--- src/rtl/tfsk_pkg.sv ---
// Shared types and constants for the two-tone FSK word modulator.
// Used by tfsk_cfg, tfsk_core and the top level; depends on nothing else.
package tfsk_pkg;

    // Configuration port geometry: three 32-bit registers at byte offsets 0, 4 and 8.
    localparam int unsigned APB_ADDR_W = 4;
    localparam int unsigned APB_DATA_W = 32;
    localparam int unsigned TICK_W     = 32;

    // Register reset values, in ticks.
    localparam logic [TICK_W-1:0] TONE_ONE_RESET  = 32'd500;
    localparam logic [TICK_W-1:0] TONE_ZERO_RESET = 32'd1000;
    localparam logic [TICK_W-1:0] BIT_DUR_RESET   = 32'd10000;

    // Register index, taken from paddr[3:2].
    typedef enum logic [1:0] {
        REG_TONE_ONE  = 2'd0,
        REG_TONE_ZERO = 2'd1,
        REG_BIT_DUR   = 2'd2
    } reg_index_t;

    // Kind of an input transaction, carried in s_tuser.
    typedef enum logic {
        OP_TICK  = 1'b0,
        OP_START = 1'b1
    } opcode_t;

    // Timing registers as seen by the core.
    typedef struct packed {
        logic [TICK_W-1:0] tone_one_half_period;
        logic [TICK_W-1:0] tone_zero_half_period;
        logic [TICK_W-1:0] bit_duration;
    } cfg_t;

    // One result item, lowest field last in the packed order.
    typedef struct packed {
        logic rejected;
        logic word_done;
        logic busy_res;
        logic pin_level;
    } res_t;

endpackage

--- src/rtl/tfsk_cfg.sv ---
// Configuration register file of the FSK modulator with its APB-style port.
// Depends on tfsk_pkg for the register map, widths and reset values.
module tfsk_cfg
    import tfsk_pkg::*;
(
    input  logic                  clk,
    input  logic                  rst_n,
    input  logic                  psel,
    input  logic                  penable,
    input  logic                  pwrite,
    input  logic [APB_ADDR_W-1:0] paddr,
    input  logic [APB_DATA_W-1:0] pwdata,
    output logic [APB_DATA_W-1:0] prdata,
    output logic                  pready,
    output cfg_t                  cfg
);

    logic [TICK_W-1:0] tone_one_reg;
    logic [TICK_W-1:0] tone_zero_reg;
    logic [TICK_W-1:0] bit_dur_reg;
    logic              wr_en;
    reg_index_t        index;

    assign pready = 1'b1;
    assign wr_en  = psel && penable && pwrite && pready;
    assign index  = reg_index_t'(paddr[3:2]);

    // Register writes complete in the access phase of a transaction.
    always_ff @(posedge clk or negedge rst_n)
    begin
        if (!rst_n)
        begin
            tone_one_reg  <= TONE_ONE_RESET;
            tone_zero_reg <= TONE_ZERO_RESET;
            bit_dur_reg   <= BIT_DUR_RESET;
        end
        else if (wr_en)
        begin
            case (index)
                REG_TONE_ONE:  tone_one_reg  <= pwdata;
                REG_TONE_ZERO: tone_zero_reg <= pwdata;
                REG_BIT_DUR:   bit_dur_reg   <= pwdata;
                default:       ;
            endcase
        end
    end

    // Read data; an unmapped address reads as zero.
    always_comb
    begin
        case (index)
            REG_TONE_ONE:  prdata = tone_one_reg;
            REG_TONE_ZERO: prdata = tone_zero_reg;
            REG_BIT_DUR:   prdata = bit_dur_reg;
            default:       prdata = '0;
        endcase
    end

    assign cfg.tone_one_half_period  = tone_one_reg;
    assign cfg.tone_zero_half_period = tone_zero_reg;
    assign cfg.bit_duration          = bit_dur_reg;

endmodule

--- src/rtl/tfsk_core.sv ---
// Modulator state and its single-pass update for one accepted transaction.
// Depends on tfsk_pkg for cfg_t, res_t and the opcode codes.
module tfsk_core
    import tfsk_pkg::*;
#(
    parameter int unsigned WORD_BITS = 64
)
(
    input  logic                 clk,
    input  logic                 rst_n,
    input  logic                 step,
    input  opcode_t              opcode,
    input  logic [WORD_BITS-1:0] word,
    input  cfg_t                 cfg,
    output res_t                 res
);

    localparam int unsigned CNT_W = $clog2(WORD_BITS + 1);

    logic [WORD_BITS-1:0] shift_word_reg, shift_word_next;
    logic [CNT_W-1:0]     bits_left_reg, bits_left_next;
    logic [TICK_W-1:0]    bit_cnt_reg, bit_cnt_next;
    logic [TICK_W-1:0]    half_cnt_reg, half_cnt_next;
    logic                 tone_reg, tone_next;
    logic                 level_reg, level_next;
    logic                 sending_reg, sending_next;

    logic [TICK_W-1:0]    half_sel;
    logic [TICK_W-1:0]    half_lim;
    logic [TICK_W-1:0]    dur_lim;
    logic [TICK_W-1:0]    half_inc;
    logic [TICK_W-1:0]    bit_inc;
    logic [WORD_BITS-1:0] shifted;
    logic [CNT_W-1:0]     bits_dec;
    logic                 toggle;
    logic                 bit_end;
    logic                 done;
    logic                 rej;

    // Limits for the current tone; a zero register value counts as one tick.
    assign half_sel = tone_reg ? cfg.tone_one_half_period : cfg.tone_zero_half_period;
    assign half_lim = (half_sel == '0) ? TICK_W'(1) : half_sel;
    assign dur_lim  = (cfg.bit_duration == '0) ? TICK_W'(1) : cfg.bit_duration;
    assign half_inc = half_cnt_reg + TICK_W'(1);
    assign bit_inc  = bit_cnt_reg + TICK_W'(1);
    assign toggle   = (half_inc >= half_lim);
    assign bit_end  = (bit_inc >= dur_lim);
    assign shifted  = shift_word_reg << 1;
    assign bits_dec = bits_left_reg - CNT_W'(1);

    // Next state for a start request or a tick.
    always_comb
    begin
        shift_word_next = shift_word_reg;
        bits_left_next  = bits_left_reg;
        bit_cnt_next    = bit_cnt_reg;
        half_cnt_next   = half_cnt_reg;
        tone_next       = tone_reg;
        level_next      = level_reg;
        sending_next    = sending_reg;
        done            = 1'b0;
        rej             = 1'b0;

        if (opcode == OP_START)
        begin
            if (sending_reg)
            begin
                rej = 1'b1;
            end
            else
            begin
                // Latch the word and restart both counts on its first tone.
                shift_word_next = word;
                bits_left_next  = CNT_W'(WORD_BITS);
                bit_cnt_next    = '0;
                half_cnt_next   = '0;
                tone_next       = word[WORD_BITS-1];
                sending_next    = 1'b1;
            end
        end
        else if (sending_reg)
        begin
            // Half-period count and pin toggle come first.
            half_cnt_next = toggle ? '0 : half_inc;
            level_next    = level_reg ^ toggle;
            bit_cnt_next  = bit_end ? '0 : bit_inc;

            // Then the bit boundary: shift, and either finish or re-pick the tone.
            if (bit_end)
            begin
                shift_word_next = shifted;
                bits_left_next  = bits_dec;
                if (bits_dec == '0)
                begin
                    level_next    = 1'b0;
                    sending_next  = 1'b0;
                    half_cnt_next = '0;
                    done          = 1'b1;
                end
                else if (shifted[WORD_BITS-1] != tone_reg)
                begin
                    tone_next     = shifted[WORD_BITS-1];
                    half_cnt_next = '0;
                end
            end
        end
    end

    // Control state, the word and the counters are all cleared by reset.
    always_ff @(posedge clk or negedge rst_n)
    begin
        if (!rst_n)
        begin
            shift_word_reg <= '0;
            bits_left_reg  <= '0;
            bit_cnt_reg    <= '0;
            half_cnt_reg   <= '0;
            tone_reg       <= 1'b0;
            level_reg      <= 1'b0;
            sending_reg    <= 1'b0;
        end
        else if (step)
        begin
            shift_word_reg <= shift_word_next;
            bits_left_reg  <= bits_left_next;
            bit_cnt_reg    <= bit_cnt_next;
            half_cnt_reg   <= half_cnt_next;
            tone_reg       <= tone_next;
            level_reg      <= level_next;
            sending_reg    <= sending_next;
        end
    end

    // Result of this transaction, as the state stands after it.
    assign res.pin_level = level_next;
    assign res.busy_res  = sending_next;
    assign res.word_done = done;
    assign res.rejected  = rej;

    // The pin rests low whenever no word is in flight.
    a_idle_pin_low: assert property (@(posedge clk) disable iff (!rst_n)
        !sending_reg |-> !level_reg)
        else $error("pin high while idle");

    // The bit count is nonzero exactly while sending.
    a_bits_left: assert property (@(posedge clk) disable iff (!rst_n)
        sending_reg == (bits_left_reg != '0))
        else $error("bit count out of step with sending flag");

    // A rejected start leaves the word in flight untouched.
    a_reject_keeps: assert property (@(posedge clk) disable iff (!rst_n)
        step && opcode == OP_START && sending_reg
        |=> sending_reg && $stable(shift_word_reg) && $stable(bits_left_reg))
        else $error("rejected start disturbed the word in flight");

    // Finishing a word returns the block to idle.
    a_done_idle: assert property (@(posedge clk) disable iff (!rst_n)
        step && done |=> !sending_reg && !level_reg)
        else $error("block still busy after last bit");

endmodule

--- src/rtl/two_tone_fsk_word_modulator.sv ---
// Two-tone FSK word modulator: top level with stream ports and result register.
// Depends on tfsk_pkg, tfsk_cfg and tfsk_core.
//
// Usage: each input transaction on the s_ group is either a tick (s_tuser = 0) or a
// request to start sending the word in s_tdata (s_tuser = 1). Each accepted
// transaction yields exactly one result transaction on the m_ group with the pin
// level, the busy flag, the word-done flag and the rejected flag after that item.
// A start while a word is in flight is rejected and changes nothing.
// The result is registered and presented in the cycle after the input is accepted.
// Throughput: one item per cycle unless stalled; the state update is one 32-bit
// increment and compare per counter between the input handshake and the result
// register. Stall: s_tready stays high while the result register is empty or being
// taken; when the receiver holds m_tready low, the result is kept and input
// stops after one item.
// Reset: rst_n clears the state to idle with the pin low, empties the result
// register and loads the register reset values (500, 1000, 10000 ticks).
// The timing registers are written through the APB-style port at 0x0, 0x4, 0x8.
module two_tone_fsk_word_modulator
    import tfsk_pkg::*;
#(
    parameter int unsigned WORD_BITS = 64
)
(
    input  logic                  clk,
    input  logic                  rst_n,
    // Input stream.
    input  logic                  s_tvalid,
    output logic                  s_tready,
    input  logic [63:0]           s_tdata,   // [63:0] word
    input  logic [0:0]            s_tuser,   // [0] opcode
    // Result stream.
    output logic                  m_tvalid,
    input  logic                  m_tready,
    output logic [7:0]            m_tdata,   // [0] pin_level, [1] busy_res,
                                             // [2] word_done, [3] rejected, [7:4] zero
    // Configuration port.
    input  logic                  psel,
    input  logic                  penable,
    input  logic                  pwrite,
    input  logic [APB_ADDR_W-1:0] paddr,
    input  logic [APB_DATA_W-1:0] pwdata,
    output logic [APB_DATA_W-1:0] prdata,
    output logic                  pready
);

    cfg_t cfg;
    res_t res;
    res_t res_reg;
    logic out_valid_reg;
    logic step;

    tfsk_cfg u_cfg (
        .clk     (clk),
        .rst_n   (rst_n),
        .psel    (psel),
        .penable (penable),
        .pwrite  (pwrite),
        .paddr   (paddr),
        .pwdata  (pwdata),
        .prdata  (prdata),
        .pready  (pready),
        .cfg     (cfg)
    );

    // Accept when the result register is free or drains in this cycle.
    assign s_tready = !out_valid_reg || m_tready;
    assign step     = s_tvalid && s_tready;

    tfsk_core #(
        .WORD_BITS (WORD_BITS)
    ) u_core (
        .clk    (clk),
        .rst_n  (rst_n),
        .step   (step),
        .opcode (opcode_t'(s_tuser[0])),
        .word   (s_tdata[WORD_BITS-1:0]),
        .cfg    (cfg),
        .res    (res)
    );

    // Result register and its valid flag.
    always_ff @(posedge clk or negedge rst_n)
    begin
        if (!rst_n)
        begin
            out_valid_reg <= 1'b0;
        end
        else if (step)
        begin
            out_valid_reg <= 1'b1;
        end
        else if (m_tready)
        begin
            out_valid_reg <= 1'b0;
        end
    end

    always_ff @(posedge clk)
    begin
        if (step)
        begin
            res_reg <= res;
        end
    end

    assign m_tvalid = out_valid_reg;
    assign m_tdata  = {4'b0000, res_reg};

endmodule

--- config.mk ---
export PLATFORM = sky130hd
export DESIGN_NAME = two_tone_fsk_word_modulator
export DESIGN_NICKNAME = d
export VERILOG_FILES = /design/src/rtl/tfsk_pkg.sv /design/src/rtl/tfsk_cfg.sv /design/src/rtl/tfsk_core.sv /design/src/rtl/two_tone_fsk_word_modulator.sv
export SDC_FILE = /design/constraint.sdc
export NUM_CORES = 1
export LEC_CHECK = 0
export BUFFER_PORTS_ARGS = -buffer_cell sky130_fd_sc_hd__buf_4
export CORE_AREA = 3 3 162 164
export CTS_CLUSTER_SIZE = 30
export DETAILED_ROUTE_END_ITERATION = 10
export DIE_AREA = 0 0 165 167
export GPL_TIMING_DRIVEN = 0
export PLACE_DENSITY = 0.88
export RECOVER_POWER = 50
export SYNTH_ARGS = -nofsm -noshare
export SYNTH_HDL_FRONTEND = slang
export SYNTH_SLANG_ARGS = --single-unit
--- constraint.sdc ---
create_clock -name clk -period 5.65 [get_ports clk]
set_input_delay 0.2825 -clock clk [delete_from_list [all_inputs] [get_ports clk]]
set_output_delay 0.2825 -clock clk [all_outputs]
set_load 0.1 [all_outputs]
==> run_results.csv, run 1 <==
group,metric,value,unit
cts,cts.sinks,238,
floorplan,ios,151,
floorplan,rows,58,
floorplan,die_x,165,um
floorplan,die_h,167,um
setup_path,endpoint_kind,"register",
setup_path,crit_path_start_kind,"register",
global_route,grt_pass1_wl,61.7,mm
cts,clk_pin_slew,60,ps
setup_path,path_max_fanout,10,
sta,fin_hold_ws,35.3,ps
route,wl,39.4,mm
global_route,grt-ovfl-total,0,
sta,finalSetupViolCount,0,
pwr,p_leak,7.81,nW
global_route,use_met1,36.2,%
sta,tightest_slew,2750,ps
setup_path,rrSetupSlack,310,ps
cts,clk_path_buf_depth,3,
placed_design,gp_congestion,0.943,
sta,finalMaxSlewViolations,237,
synthesis,ys_types,68,
cells_and_area,fin_util,67.0,%
setup_path,cp.required,6100,ps
cts,cts_root_buf,"clkbuf_16",
global_route,grt_pass1_vias,11531,
cells_and_area,layout.nets,1682,
cts,cts_tree,"built",
sta,skew,25.5,ps
route,drc,0,
job,cap_violations,2,
synthesis,syn_area,14100,sq um
status,violations,"max-capacitance violations, max-slew violations",
route,drt.antenna.violating_nets,0,
sta,finalSetupTns,0,ps
setup_path,path_class,"reg2reg",
cts,cts_buffers,27,
placed_design,hpwl,27.7,mm
cells_and_area,layout-drive-gt1-share,29.8,%
setup_path,arrival,5790,ps
route,avgViaCountPerCell,6.22,
route,drt-initial-drc-count,1013,
sta,final_hold_viol_count,0,
cells_and_area,antenna_cells,0,
cts,htree_levels,1,
floorplan,dieArea,27600,sq um
cts,cts_setup_buffers,0,
global_route,grt_start_max_net_pins,127,
floorplan,coreArea,25000,sq um
route,vias,11552,
hold_path,min_path_type,"in2reg",
placed_design,port_buffers,140,
status,status,"finished, violations left",
route,drt-pass1-iter-count,5,
global_route,grt_use_met2,45.9,%
cells_and_area,area_growth,19.1,%
synthesis,ys_seq_area_share,42.6,%
global_route,antenna_found_initial,0,
synthesis,synth-seq-cells,238,
cts,clk_latency,550,ps
sta,fmax,187,MHz
sta,slew_headroom,-83.3,%
cells_and_area,largest_register_ff_count,63,
synthesis,syn_area_per_cell,10.8,sq um
global_route,top_usage_layer,"met2",
pwr,ir_drop,295,uV
sta,rsz0062_at_grt,"no",
synthesis,netlist_instances,1303,
synthesis,synth_warnings,0,
floorplan,initial_core_util,56.2,%
route,wl_per_cell,21.2,um
sta,min_period,5340,ps
pwr,powerDensity,362,nW/um^2
synthesis,ys.flop_type,"dfrtp_1",
synthesis,async_flop_share,98.3,%
synthesis,synth-edff-count,4,
global_route,grt_use_met3,4.58,%
sta,period_share,94.5,%
global_route,grtUsageTotal,28.0,%
[path summary, 6_finish.rpt]
kind	start	to	cells after the start
max in group asynchronous	rst_n	u_cfg.bit_dur_reg[0]	3
min in group asynchronous	rst_n	u_core.shift_word_reg[51]	2
worst min register to register	u_core.shift_word_reg[17]	u_core.shift_word_reg[17]	1
worst max-delay path	u_core.tone_reg	u_core.half_cnt_reg[5]	16
worst max register to register	u_core.tone_reg	u_core.half_cnt_reg[5]	16
worst min-delay path	pwdata[5]	u_cfg.bit_dur_reg[5]	2
[routing by layer]
metal / vias to the layer above / routed length (um) / part of all wire [%]
met5: - / 0 / 0
met4: 0 / 1950 / 5.0
met3: 144 / 2930 / 7.4
met2: 570 / 19400 / 49
met1: 5685 / 15100 / 38
li1: 5153 / - / -
[placed cells by master, fill, tap and decap left out, drive strengths merged, types with 8 or more instances in the layout]
cell type / count
nor2: 37
inv: 51
xor2: 20
o21ai: 59
mux2: 221
xnor2: 41
and3: 16
nand4: 28
a22o: 26
nor3: 20
nor4: 12
a21oi: 32
buf: 166
a31oi: 18
ha: 68
nand3: 37
o211ai: 37
a211oi: 8
nand2b: 10
clkbuf: 97
a21o: 8
dfrtp: 217
dlygate4sd3: 30
dfstp: 17
nand2: 116
mux2i: 64
[critical path, cell delays in order (launching register included)]
cell and delay, ps:
dfrtp_1 330, clkbuf_1 520, clkbuf_2 540, mux2i_1 700, nand4_1 180, or4_1 550, o21ai_0 370, ha_1 320
nor2_1 110, a21oi_1 80, o31ai_1 230, a211oi_1 180, nor3_2 320, buf_2 300, buf_2 270, o211ai_1 110
o21ai_0 100
[cell type report]
class,instances,area (sq um)
Inverter,51,191
Tap cell,330,413
Clock buffer,44,810
Timing Repair Buffer,171,1340
Clock inverter,6,109
Fill cell,1754,8270
Buffer,78,404
Sequential cell,238,6000
Multi-Input combinational cell,939,7500
[report_power, final]
group | switching, W | internal [W]
combinational | 0.00107 | 0.000744
clock | 0.000720 | 0.00111
sequential | 0.000311 | 0.00211
total | 0.00210 | 0.00397
[per-stage QoR]
| stage | power (W) | setup WS [ps] | instance area, sq um | instances |
|---|---|---|---|---|
| 2_1_floorplan | 0.00363 | 1610 | 14100 | 1306 |
| 3_3_place_gp | 0.00406 | 541 | 15600 | 1776 |
| 3_5_place_dp | 0.00418 | 283 | 15600 | 1777 |
| 4_1_cts | 0.00603 | 196 | 16800 | 1857 |
| 5_1_grt | 0.00631 | 175 | 16800 | 1857 |
| 6_report | 0.00607 | 309 | 16800 | 1857 |
[repair_timing]
action | in CTS | in global routing
resized for setup | 0 | 6
hold buffers | 30 | 0
endpoints found under the hold margin | 172 | 0
endpoints found under the setup margin | 0 | 10
[cell families (layout without fill, tap and decap cells)]
| family | Yosys count | after routing | synth area share, % |
|---|---|---|---|
| other | 2 | 5 | 0.0533 |
| multiplexers | 285 | 285 | 22.2 |
| AND/OR/NAND/NOR | 306 | 306 | 10.7 |
| flip-flops | 238 | 238 | 42.6 |
| AO/OA/AOI/OAI | 214 | 214 | 10.4 |
| buffers and inverters | 129 | 350 | 4.21 |
| XOR/XNOR | 61 | 61 | 3.79 |
| adder cells (fa/ha/maj) | 68 | 68 | 6.04 |
[cells in the mapped netlist (2+ instances only)]
master / n / share of area, %
a211o_1: 2 / 0.12
a211oi_1: 7 / 0.37
a21o_1: 7 / 0.37
a21oi_1: 31 / 1.1
a221o_1: 3 / 0.21
a22o_1: 26 / 1.6
a31oi_1: 18 / 0.80
and2_1: 4 / 0.18
and3_1: 16 / 0.71
and4_1: 6 / 0.37
buf_1: 5 / 0.13
buf_2: 11 / 0.39
buf_4: 14 / 0.75
buf_6: 4 / 0.32
clkbuf_1: 42 / 1.1
conb_1: 2 / 0.053
dfrtp_1: 217 / 39
dfstp_2: 17 / 3.2
edfxtp_1: 4 / 0.85
ha_1: 68 / 6.0
inv_1: 50 / 1.3
mux2_1: 2 / 0.16
mux2_2: 219 / 18
mux2i_1: 64 / 4.5
nand2_1: 116 / 3.1
nand2b_1: 10 / 0.44
nand3_1: 36 / 1.3
nand4_1: 28 / 1.2
nor2_1: 37 / 0.99
nor2b_1: 2 / 0.089
nor3_1: 17 / 0.60
nor3_2: 3 / 0.21
nor3b_1: 2 / 0.11
nor4_1: 12 / 0.53
o2111ai_1: 2 / 0.12
o211ai_1: 36 / 1.9
o21a_1: 3 / 0.16
o21ai_0: 58 / 2.1
o31ai_1: 2 / 0.11
or2_2: 2 / 0.089
or2b_1: 6 / 0.32
or3_1: 5 / 0.22
or4_1: 3 / 0.16
xnor2_1: 41 / 2.6
xor2_1: 20 / 1.2
(Power assumes the default switching activity.)
==> inputs of run 2 (changes only) <==
--- a/config.mk
+++ b/config.mk
@@ -12,7 +12,8 @@
 export DIE_AREA = 0 0 165 167
 export GPL_TIMING_DRIVEN = 0
 export PLACE_DENSITY = 0.88
-export RECOVER_POWER = 50
+export RECOVER_POWER = 25
 export SYNTH_ARGS = -nofsm -noshare
 export SYNTH_HDL_FRONTEND = slang
 export SYNTH_SLANG_ARGS = --single-unit
+export TNS_END_PERCENT = 1
==> run_results.csv, run 2 (synthesis results as in run 1) <==
group,metric,value,unit
cells_and_area,fillers,1744,
floorplan,dieArea,27600,sq um
global_route,grt_pass1_wl,61.7,mm
setup_path,arrival,5760,ps
cts,clk_latency,550,ps
setup_path,cp.required,6110,ps
pwr,ir_drop,295,uV
route,vias,11597,
cts,htree_levels,1,
floorplan,ios,151,
hold_path,min_path_type,"in2reg",
route,drt-pass1-iter-count,7,
setup_path,crit_path_cell_trace,"clkbuf_1 > clkbuf_2 > mux2i_1 > nand4_1 > or4_1 > o21ai_0 > ha_1 > nor2_1 > a21oi_1 > o31ai_1 > a211oi_1 > nor3_2 > buf_2 > buf_2 > o211ai_1 > o21ai_0",
global_route,antenna_found_initial,0,
floorplan,initial_core_util,56.2,%
setup_path,slowest_stage,"mux2i_1",
setup_path,critPathLaunch,"u_core.tone_reg",
sta,skew,20.7,ps
pwr,p_leak,7.83,nW
pwr,power.total,0.00608,W
cells_and_area,layout_common_cells,"mux2_2 (217), dfrtp_1 (217), buf_4 (152)",
floorplan,rows,58,
sta,tightest_slew,2810,ps
floorplan,coreArea,25000,sq um
cts,cts_root_buf,"clkbuf_16",
cts,clk_path_buf_depth,3,
global_route,grt_start_max_net_pins,127,
cts,cts.sinks,238,
sta,finalMaxSlewViolations,109,
floorplan,die_x,165,um
route,drt.antenna.violating_nets,0,
cells_and_area,area_growth,19.3,%
global_route,grt-ovfl-total,0,
placed_design,hpwl,27.7,mm
route,wl_per_cell,21.3,um
cts,cts_setup_buffers,0,
setup_path,path_max_fanout,10,
route,avgViaCountPerCell,6.25,
cells_and_area,fin_cells,1857,
placed_design,placed_cells,1777,
sta,rsz0062_at_grt,"no",
cts,cts_tree,"built",
setup_path,slowest_delay,700,ps
global_route,grt_pass1_vias,11531,
route,wl,39.5,mm
placed_design,gp_congestion,0.943,
cells_and_area,finalInstanceArea,16800,sq um
placed_design,post_dp_cell_area,15600,sq um
sta,finalSetupViolCount,0,
pwr,powerDensity,362,nW/um^2
sta,fin_hold_ws,26.1,ps
status,violations,"max-capacitance violations, max-slew violations",
placed_design,port_buffers,140,
cells_and_area,layout.nets,1682,
setup_path,reg2reg_to,"u_core.half_cnt_reg[6]",
sta,final_hold_viol_count,0,
sta,period_share,93.8,%
cells_and_area,layout-drive-gt1-share,30.1,%
setup_path,rrSetupSlack,350,ps
cts,clk_pin_slew,60,ps
route,drt-initial-drc-count,1055,
sta,fmax,189,MHz
status,status,"finished, violations left",
job,cap_violations,1,
setup_path,ff2ff_path_depth,16,
sta,min_period,5300,ps
global_route,grtUsageTotal,28.0,%
cts,cts_buffers,27,
setup_path,setup.worst_path.end,"u_core.half_cnt_reg[6]",
setup_path,endpoint_kind,"register",
sta,finalSetupTns,0,ps
cells_and_area,largest_register_ff_count,63,
sta,slew_headroom,-87.3,%
setup_path,path_class,"reg2reg",
cells_and_area,antenna_cells,0,
route,drc,0,
floorplan,die_h,167,um
setup_path,crit_path_start_kind,"register",
setup_path,r2r-start,"u_core.tone_reg",
## run 2: cell count changes in the layout (fill, tap and decap cells not counted)
cell,delta
clkbuf_1,-4
buf_16,+1
buf_4,+4
mux2_1,-1
mux2_2,+1
clkbuf_4,-1
## run 2: worst min path at each step
| stage | cells after the start | startpoint | end | slack, ps |
|---|---|---|---|---|
| CTS | 2 | pwdata[5] | u_cfg.bit_dur_reg[5] | 10 |
| detailed placement | 1 | rst_n | u_core.shift_word_reg[52] | 410 |
| floorplan | 0 | rst_n | m_tvalid | -10 |
| global placement | 1 | u_core.shift_word_reg[57] | u_core.shift_word_reg[57] | 470 |
| finish | 2 | pwdata[5] | u_cfg.bit_dur_reg[5] | 30 |
| global route | 2 | pwdata[0] | u_cfg.tone_zero_reg[0] | 30 |
## run 2: worst max-delay path, delay by kind of cell, from the launching register on
family | cells | cell delay [ps]
DFF | 1 | 340
AOI/OAI and AO/OA | 6 | 1070
and+or+nand+nor | 4 | 1150
adders and majority gates | 1 | 320
buffers and inverters | 4 | 1610
muxes | 1 | 700
## run 2: per-layer routing
layer | global-route usage (%) | part of all wire, %
met5 | 0 | 0
met4 | 13.1 | 5.3
met3 | 4.58 | 7.0
met2 | 45.9 | 49
met1 | 36.2 | 39
## run 2: power by group
group	internal, W	total [W]	leakage [nW]	switching (W)
sequential	0.00211	0.00243	2.96	0.000313
combinational	0.000747	0.00181	4.41	0.00107
clock	0.00111	0.00184	0.450	0.000725
## run 2: final cells by class
cell class              count  area, sq um  area share, %
clock inverters             6          109          0.648
clock buffers              44          810           4.82
plain buffers              78          404           2.41
repair buffers            171         1370           8.17
inverters                  51          191           1.14
flip-flops and latches    238         6000           35.7
multi-input cells         939         7500           44.7
well taps                 330          413           2.46
## run 2: stage by stage
stage	util (%)	setup WS, ps
after CTS	67.1	196
after detailed placement	62.3	283
after floorplan	-	1610
after global placement	62.1	541
after global routing	67.1	175
final	67.1	349
## run 2: repair_timing
item,4_1_cts,5_1_grt
hold buffers,30,0
setup endpoints to repair,0,10
gates resized for setup,0,6
endpoints found under the hold margin,172,0
